### src/design/rscs_pkg.sv
// Package for the rotation-synced column sequencer.
// Holds request codes, store read source codes and fixed port widths.
// No dependencies.
`timescale 1ns / 1ps
`default_nettype none

package rscs_pkg;

	// fixed payload widths of the channels
	localparam int unsigned SECT_BITS = 8;
	localparam int unsigned LED_PORT_BITS = 16;
	localparam int unsigned INDEX_BITS = 8;

	// request kinds
	typedef enum logic [0:0] {
		OP_TICK  = 1'b0,
		OP_WRITE = 1'b1
	} op_e_t;

	// where a registered store read takes its data from
	typedef enum logic [1:0] {
		SRC_ZERO   = 2'd0,
		SRC_MEM    = 2'd1,
		SRC_BYPASS = 2'd2
	} rd_src_t;

endpackage : rscs_pkg

`default_nettype wire

### src/design/rscs_sweep.sv
// Rotation timing core: tick counter, period capture, sector window tracking
// and held LED drive. Window bounds are kept as running accumulators.
// Depends on rscs_pkg.
`timescale 1ns / 1ps
`default_nettype none

module rscs_sweep #(
	parameter int unsigned SECTORS = 180,
	parameter int unsigned COUNT_BITS = 24,
	parameter int unsigned LED_BITS = 16
) (
	input  wire logic                            clk,
	input  wire logic                            arst_n,
	input  wire logic                            fire,
	input  wire rscs_pkg::op_e_t                 op,
	input  wire logic                            level,
	input  wire logic [rscs_pkg::INDEX_BITS-1:0] wr_index,
	input  wire logic [LED_BITS-1:0]             wr_pattern,
	input  wire logic [LED_BITS-1:0]             col_cur,
	input  wire logic [LED_BITS-1:0]             col_nxt,
	input  wire logic [LED_BITS-1:0]             col_zero,
	output logic                                 wr_en,
	output logic      [$clog2(SECTORS)-1:0]      wr_addr,
	output logic      [LED_BITS-1:0]             wr_data,
	output logic      [rscs_pkg::SECT_BITS-1:0]  sector_d,
	output logic      [LED_BITS-1:0]             drive_d,
	output logic                                 start_d
);
	import rscs_pkg::*;

	localparam int unsigned AW = $clog2(SECTORS);
	// scaled count and window bounds: count * SECTORS and period * (sector + 1)
	localparam int unsigned W = COUNT_BITS + SECT_BITS + 1;

	logic [COUNT_BITS-1:0] cnt_q, period_q;
	logic [W-1:0]          scaled_q, lo_q, hi_q;
	logic [SECT_BITS-1:0]  sector_q;
	logic                  armed_q;
	logic [LED_BITS-1:0]   drive_q;

	logic                  is_tick, capture, adv, load;
	logic [COUNT_BITS-1:0] cnt1, cnt2, per2;
	logic [W-1:0]          sc1, sc2, lo2, hi2, lo3, hi3;
	logic [SECT_BITS-1:0]  sec2, sec3;
	logic [LED_BITS-1:0]   col_sel;

	// store write request
	always_comb begin
		wr_en   = fire && op == OP_WRITE && wr_index < INDEX_BITS'(SECTORS);
		wr_addr = wr_index[AW-1:0];
		wr_data = wr_pattern;
	end

	// one tick: count, capture or re-arm, sector advance, drive
	always_comb begin
		is_tick = fire && op == OP_TICK;

		// saturating count and its scaled copy
		cnt1 = (&cnt_q) ? cnt_q : cnt_q + COUNT_BITS'(1);
		sc1  = (&cnt_q) ? scaled_q : scaled_q + W'(SECTORS);

		// index capture restarts count, sector and window
		capture = is_tick && !level && !armed_q;
		per2 = capture ? cnt1 : period_q;
		cnt2 = capture ? '0 : cnt1;
		sc2  = capture ? '0 : sc1;
		sec2 = capture ? '0 : sector_q;
		lo2  = capture ? '0 : lo_q;
		hi2  = capture ? W'(cnt1) : hi_q;

		// at most one sector step per tick, capped past the end
		adv = is_tick && sc2 > hi2 && {1'b0, sec2} <= (SECT_BITS + 1)'(SECTORS)
			&& sec2 != '1;
		sec3 = adv ? sec2 + SECT_BITS'(1) : sec2;
		lo3  = adv ? hi2 : lo2;
		hi3  = adv ? hi2 + W'(per2) : hi2;

		// column of the sector now current
		if (adv) begin
			col_sel = col_nxt;
		end else if (capture) begin
			col_sel = col_zero;
		end else begin
			col_sel = col_cur;
		end

		// drive loads only while the count is inside the sector window
		load = is_tick && {1'b0, sec3} < (SECT_BITS + 1)'(SECTORS)
			&& sc2 >= lo3 && sc2 < hi3;
		drive_d  = load ? col_sel : drive_q;
		sector_d = is_tick ? sec3 : sector_q;
		start_d  = capture;
	end

	// timing state
	always_ff @(posedge clk or negedge arst_n) begin
		if (!arst_n) begin
			cnt_q    <= '0;
			period_q <= '0;
			scaled_q <= '0;
			lo_q     <= '0;
			hi_q     <= '0;
			sector_q <= '0;
			armed_q  <= 1'b0;
			drive_q  <= '0;
		end else begin
			if (is_tick) begin
				cnt_q    <= cnt2;
				period_q <= per2;
				scaled_q <= sc2;
				lo_q     <= lo3;
				hi_q     <= hi3;
				sector_q <= sec3;
				if (capture) begin
					armed_q <= 1'b1;
				end else if (level) begin
					armed_q <= 1'b0;
				end
			end
			if (load) begin
				drive_q <= col_sel;
			end
		end
	end

	a_window_width: assert property (@(posedge clk) disable iff (!arst_n)
		hi_q == lo_q + W'(period_q))
		else $error("sector window width differs from the period");

	a_capture_restart: assert property (@(posedge clk) disable iff (!arst_n)
		capture |=> sector_q == '0 && cnt_q == '0 && scaled_q == '0 && armed_q)
		else $error("capture did not restart count and sector");

	a_sector_monotonic: assert property (@(posedge clk) disable iff (!arst_n)
		(is_tick && !capture) |=> sector_q >= $past(sector_q))
		else $error("sector moved backward without a capture");

	a_sector_cap: assert property (@(posedge clk) disable iff (!arst_n)
		{1'b0, sector_q} <= (SECT_BITS + 1)'(SECTORS + 1))
		else $error("sector ran past its ceiling");

endmodule : rscs_sweep

`default_nettype wire

### config.mk
export PLATFORM = sky130hd
export DESIGN_NAME = rscs_sweep
export DESIGN_NICKNAME = d
export VERILOG_FILES = /design/src/design/rscs_pkg.sv /design/src/design/rscs_sweep.sv
export SDC_FILE = /design/constraint.sdc
export NUM_CORES = 1
export LEC_CHECK = 0
export BUFFER_PORTS_ARGS = -buffer_cell sky130_fd_sc_hd__buf_2
export CAP_MARGIN = 20
export CORE_MARGIN = 1
export CORE_UTILIZATION = 40
export CTS_CLUSTER_SIZE = 14
export DETAILED_ROUTE_END_ITERATION = 16
export PLACE_DENSITY = 0.63
export SLEW_MARGIN = 15
export SYNTH_ARGS = -nofsm -noshare
export SYNTH_HDL_FRONTEND = slang
export SYNTH_SLANG_ARGS = --single-unit
### constraint.sdc
create_clock -name clk -period 15.5 [get_ports clk]
set_input_delay 3.875 -clock clk [delete_from_list [all_inputs] [get_ports clk]]
set_output_delay 3.875 -clock clk [all_outputs]
set_load 0.02 [all_outputs]
## Yosys cells after proc, flatten, opt, wreduce, memory -nomap -nowiden

Cells that the tools add are included.

- Bits in registers: 172
- Output and inout bits: 50
- Word-level logic and storage cells: 53

- $add $sub $neg: 4
- Magnitude comparators: 6
- Equality and inequality tests: 1
- Multiplexer cells: 17
- Bitwise operators: 1
- Reduce and logical (&&, ||, !) cells: 16

Operator list:

| kind | number |
|---|---|
| 2-to-1 mux 33 bit | 6 |
| 2-to-1 mux 24 bit | 3 |
| 2-to-1 mux 16 bit | 3 |
| adder 33 x 24 -> 33 bit | 1 |
| adder 33 x 8 -> 33 bit (second input constant) | 1 |
| >= comparator 33 bit | 1 |
| greater-than comparator 33 bit | 1 |
| less-than comparator 33 bit | 1 |
| adder 24 x 1 -> 24 bit (second input constant) | 1 |
| 2-to-1 mux 8 bit | 3 |
| AND reduction 24 bit | 1 |
| less-than comparator 8 bit (second input constant) | 2 |
| logical AND 1 bit | 11 |
| adder 8 x 1 -> 8 bit (second input constant) | 1 |
| <= comparator 8 bit (second input constant) | 1 |
| != test 8 bit (second input constant) | 1 |
| zero test 1 bit | 2 |
| 2-to-1 mux 1 bit | 2 |
| AND reduction 2 bit | 1 |
| nonzero test 2 bit | 1 |
| inverter 1 bit | 1 |

## Logic depth before layout (Yosys ltp)

- Word-level depth: 15
- Mapped depth: 33
- Gate-level depth less buffers: 29

## Least setup slack after synthesis

OpenSTA, ideal clock, no wires.

- Kind: input port to output port
- Start point: input port op
- End point: output port drive_d[10]
- Data arrival time: 10979 ps
- Path slack: 646 ps
- Cell stages on the path: 29
- Buffers on the path: 9
- Path through: or4b_1 buf_2 clkbuf_1 inv_1 clkbuf_1 clkbuf_1 buf_1 buf_1 nor2_1 ha_1 nand4_1 or4_1 a211oi_1 nor4_1 a21o_1 buf_6 clkbuf_1 nor4_1 xor2_1 ha_1 a21o_1 a21o_1 a21oi_1 o2111ai_1 a2bb2oi_1 a2111oi_0 o211ai_4 buf_12 mux2_4

- Word-level cells in the longest chain between the ends: 15

Ends and longest elaborated chain:

| element | RTL line | text |
|---|---|---|
| from (decl) | rscs_sweep.sv:15 | `input wire rscs_pkg::op_e_t op,` |
| inverter 1 bit (*) | rscs_sweep.sv:56 | `is_tick = fire && op == OP_TICK;` |
| logical AND 1 bit (*) | rscs_sweep.sv:56 |  |
| logical AND 1 bit (*) (2 in a row) | rscs_sweep.sv:63 | `capture = is_tick && !level && !armed_q;` |
| named net start_d | rscs_sweep.sv:27 | `output logic start_d` |
| 2-to-1 mux 33 bit (*) | rscs_sweep.sv:66 | `sc2 = capture ? '0 : sc1;` |
| named net sc2[32] | rscs_sweep.sv:43 | `logic [W-1:0] sc1, sc2, lo2, hi2, lo3, hi3;` |
| branches (longest 9 deep; another with greater-than comparator 33 bit) | -- |  |
| 2-to-1 mux 16 bit (*) | -- |  |
| to (decl) | rscs_sweep.sv:26 | `output logic [LED_BITS-1:0] drive_d,` |

Mark *: on every way through the listed nets, which the timed path passes.

## Final worst setup path

- Start point: input port op
- End point: output port drive_d[2]

RTL lines:

| element | RTL line | text |
|---|---|---|
| inverter 1 bit | rscs_sweep.sv:56 |  |
| logical AND 1 bit | rscs_sweep.sv:56 |  |
| logical AND 1 bit (2 in a row) | rscs_sweep.sv:63 |  |
| 2-to-1 mux 33 bit | rscs_sweep.sv:66 |  |
| named net sc2[30] | rscs_sweep.sv:43 |  |
| greater-than comparator 33 bit | rscs_sweep.sv:72 | `adv = is_tick && sc2 > hi2 && {1'b0, sec2} <= (SECT_BITS + 1)'(SECTORS)` |
| logical AND 1 bit (2 in a row) | rscs_sweep.sv:72 |  |
| logical AND 1 bit | rscs_sweep.sv:73 | `&& sec2 != '1;` |
| 2-to-1 mux 33 bit | rscs_sweep.sv:75 | `lo3 = adv ? hi2 : lo2;` |
| named net lo3[0] | rscs_sweep.sv:43 |  |
| >= comparator 33 bit | rscs_sweep.sv:89 | `&& sc2 >= lo3 && sc2 < hi3;` |
| logical AND 1 bit (2 in a row) | rscs_sweep.sv:89 |  |
| 2-to-1 mux 16 bit | -- |  |

The timed path passes the listed nets, and every way through them passes these cells.

==> impl_metrics.env <==
export IMPL_drive_gt1_share_pct=11.8
export IMPL_via_count=11000
export IMPL_antenna_found_initial=0
export IMPL_avgViaCountPerCell=5.60
export IMPL_die_height_um=181
export IMPL_post_dp_cell_area_sq_um=13500
export IMPL_portBuffers=90
export IMPL_grt_pass1_wl_um=55800
export IMPL_numCtsBuffers=17
export IMPL_fin_crit_ns=15.13
export IMPL_cap_violations=0
export IMPL_crit_required_ns=11.62
export IMPL_hold_buffers=0
export IMPL_die_area_sq_um=32700
export IMPL_wire_per_inst_um=17.9
export IMPL_busiest_layer="met2"
export IMPL_finalInstanceArea_sq_um=14100
export IMPL_num_rows=65
export IMPL_grt_pass1_vias=10400
export IMPL_rr_worst_depth=29
export IMPL_nNetsFinal=1748
export IMPL_antenna_cells=0
export IMPL_root_buffer="clkbuf_16"
export IMPL_min_delay_start="period_q[2]$_DFFE_PN0N_"
export IMPL_slew_violations=0
export IMPL_r2r_start="cnt_q[0]$_DFFE_PN0N_"
export IMPL_cp_end_kind="output pin"
export IMPL_avgSynthCellArea_sq_um=8.51
export IMPL_ios=127
export IMPL_synthesis_area_sq_um=12800
export IMPL_r2r_slack_ns=6.79
export IMPL_drc=0
export IMPL_cts_sinks=172
export IMPL_fin_cells=1959
export IMPL_synth_edf_count=0
export IMPL_multi_input_area_sq_um=7760
export IMPL_seqCellArea_sq_um=4300
export IMPL_start_kind="input pin"
export IMPL_clk_pin_slew_ns=0.07
export IMPL_met1_usage_pct=29.4
export IMPL_hold_violations=0
export IMPL_final_util_pct=44.8
export IMPL_grtUsageMet2_pct=34.7
export IMPL_grt_max_degree=70
export IMPL_core_area_sq_um=31500
export IMPL_outcome="finished, final reports clean"
export IMPL_fin_crit_sh_pct=97.6
export IMPL_htree_levels=4
export IMPL_ys_async_sr_fraction_pct=100
export IMPL_syn_inst=1502
export IMPL_clkLatencyLatePin_ns=0.45
export IMPL_fin_setup_tns_ns=0
export IMPL_firstDrtPassIters=5
export IMPL_synthFlopType="dfrtp_1"
export IMPL_grt_overflow_total=0
export IMPL_ys_warnings_count=0
export IMPL_worst_pin_slew_ns=1.04
export IMPL_ant_nets=0
export IMPL_worstPathArrival_ns=11.26
export IMPL_ys_ff_latch=172
export IMPL_crit_start="op"
export IMPL_post_cts_setup_buffers=0
export IMPL_whs_ns=0.479
export IMPL_grtUsageMet3_pct=2.94
export IMPL_setup_viol=0
export IMPL_chipWidth_um=181
export IMPL_cts_tree="yes"
export IMPL_cp_endpoint="drive_d[2]"
export IMPL_r2r_end="drive_q[2]$_DFF_PN0_"
export IMPL_area_delta_synth_final_pct=10.3
export IMPL_min_path_type="register to register"
export IMPL_wl_um=35000
export IMPL_ir_drop_uv=93.5
export IMPL_power_density_nw_per_um2=154
export IMPL_critPathKind="input pin to output pin"
export IMPL_dp_hpwl_um=25700
export IMPL_dp_cells=1925
export IMPL_clk_path_buf_depth=2
export IMPL_synth_nets=1706
export IMPL_yosysSeqAreaShare_pct=33.7
export IMPL_rsz0062_at_grt="no"
export IMPL_fill_cells=3093
export IMPL_maxSlewHeadroom_pct=30.0
export IMPL_drt_initial_drc_count=696
export IMPL_gp_congestion=0.887
export IMPL_fmax_mhz=66.1
export IMPL_grtUsageTotal_pct=21.4
export IMPL_skew_ns=0.0112
export IMPL_leakage_uw=0.00669
export IMPL_cts_resized_gates=0
export IMPL_critPathMaxFanout=57
export IMPL_start_util_pct=40.6
export IMPL_synth_distinct_cells=71
## critical path, cell delays in order
cell and delay [ns]:
buf_2 0.12, or4b_4 0.70, inv_6 0.39, buf_6 0.36, nor2_1 0.18, ha_1 0.33, nand4_1 0.21, or4_1 0.68
nor4_1 0.58, or3_4 0.31, a21o_4 0.35, buf_4 0.25, nand3_1 0.11, nand2_1 0.11, ha_1 0.22, nand2b_1 0.14
a21o_1 0.17, a21o_1 0.17, a21oi_1 0.17, o21ai_0 0.21, a211oi_1 0.35, a2111oi_0 0.16, buf_4 0.16, o211ai_4 0.29
mux2_2 0.43, buf_2 0.16
## logic make-up (layout without fill, tap and decap cells)
| family | count (synthesis) | after routing | synth area share [%] |
|---|---|---|---|
| AND/OR/NAND/NOR | 501 | 501 | 18.2 |
| AO/OA/AOI/OAI | 405 | 407 | 20.3 |
| buffers and inverters | 174 | 227 | 6.03 |
| flip-flops | 172 | 172 | 33.7 |
| adder cells (fa/ha/maj) | 127 | 127 | 12.5 |
| XOR/XNOR | 89 | 89 | 6.10 |
| multiplexers | 34 | 34 | 3.19 |
## worst min path at each step
stage	cells past startpoint	endpoint	slack [ns]
6_report	2	period_q[2]$_DFFE_PN0N_	0.48
5_1_grt	1	scaled_q[1]$_DFFE_PN0N_	0.49
4_1_cts	2	period_q[0]$_DFFE_PN0N_	0.48
3_5_place_dp	1	scaled_q[1]$_DFFE_PN0N_	0.46
3_3_place_gp	2	period_q[0]$_DFFE_PN0N_	0.45
2_1_floorplan	2	period_q[0]$_DFFE_PN0N_	0.44
## cells in the final DEF, fill, tap and decap left out, types with 28 or more instances in the layout
master	count
ha_1	126
buf_2	89
xor2_1	31
o21a_1	46
a21o_1	45
nand2_1	212
inv_1	80
nor2_1	106
o31ai_1	28
a21oi_1	72
nand3_1	47
dfrtp_1	172
xnor2_1	58
o21ai_0	117
## flip-flops by register name, summed over array words and instances, names as in the netlist
signal / cells
drive_q: 16
scaled_q: 33
armed_q: 1
period_q: 24
cnt_q: 24
hi_q: 33
sector_q: 8
lo_q: 33
## cell type report
class,instances,share of cell area (%)
clock inverter,9,0.621
inverter,81,2.19
clock buffer,23,3.39
sequential,172,30.5
timing repair buffer,114,4.63
tap,402,3.57
multi-input combinational,1158,55.1
## synthesized netlist by cell type (12+ instances only)
cell      number  share of area [%]
nand2_1      212                6.2
dfrtp_1      172                 34
ha_1         126                 12
o21ai_0      117                4.6
nor2_1       106                3.1
inv_1         81                2.4
a21oi_1       72                2.8
xnor2_1       58                4.0
nand3_1       47                1.8
a21o_1        46                2.7
o21a_1        46                2.7
clkbuf_1      45                1.3
xor2_1        31                2.1
o31ai_1       28                1.6
nand4_1       27                1.3
a31oi_1       25                1.2
and3_1        25                1.2
buf_4         24                1.4
buf_1         19               0.56
a21boi_0      15               0.88
and2_1        14               0.68
nor3_1        14               0.55
mux2i_1       13                1.0
and4_1        12               0.82
## metrics by stage
| step | setup slack (ns) | power (uW) |
|---|---|---|
| after floorplan | 0.646 | 1440 |
| after global placement | 0.372 | 1710 |
| after detailed placement | 0.256 | 1730 |
| after CTS | 0.203 | 2170 |
| after global routing | 0.0578 | 2350 |
| final | 0.365 | 2170 |
## power breakdown
| group | switching, uW | internal (uW) | leakage [uW] | total (uW) |
|---|---|---|---|---|
| registers | 61.4 | 567 | 0.00223 | 628 |
| logic | 661 | 453 | 0.00419 | 1110 |
| clock network | 196 | 234 | 0.000266 | 431 |
## metal layers
metal  part of all wire, %  vias up  routed length [um]
met5                     0        -                   0
met4                   2.5        0                 862
met3                   4.0       40                1400
met2                    47      254               16300
met1                    47     5297               16400
li1                      -     5384                   -
No activity file was read; power rests on OpenSTA's default activity.
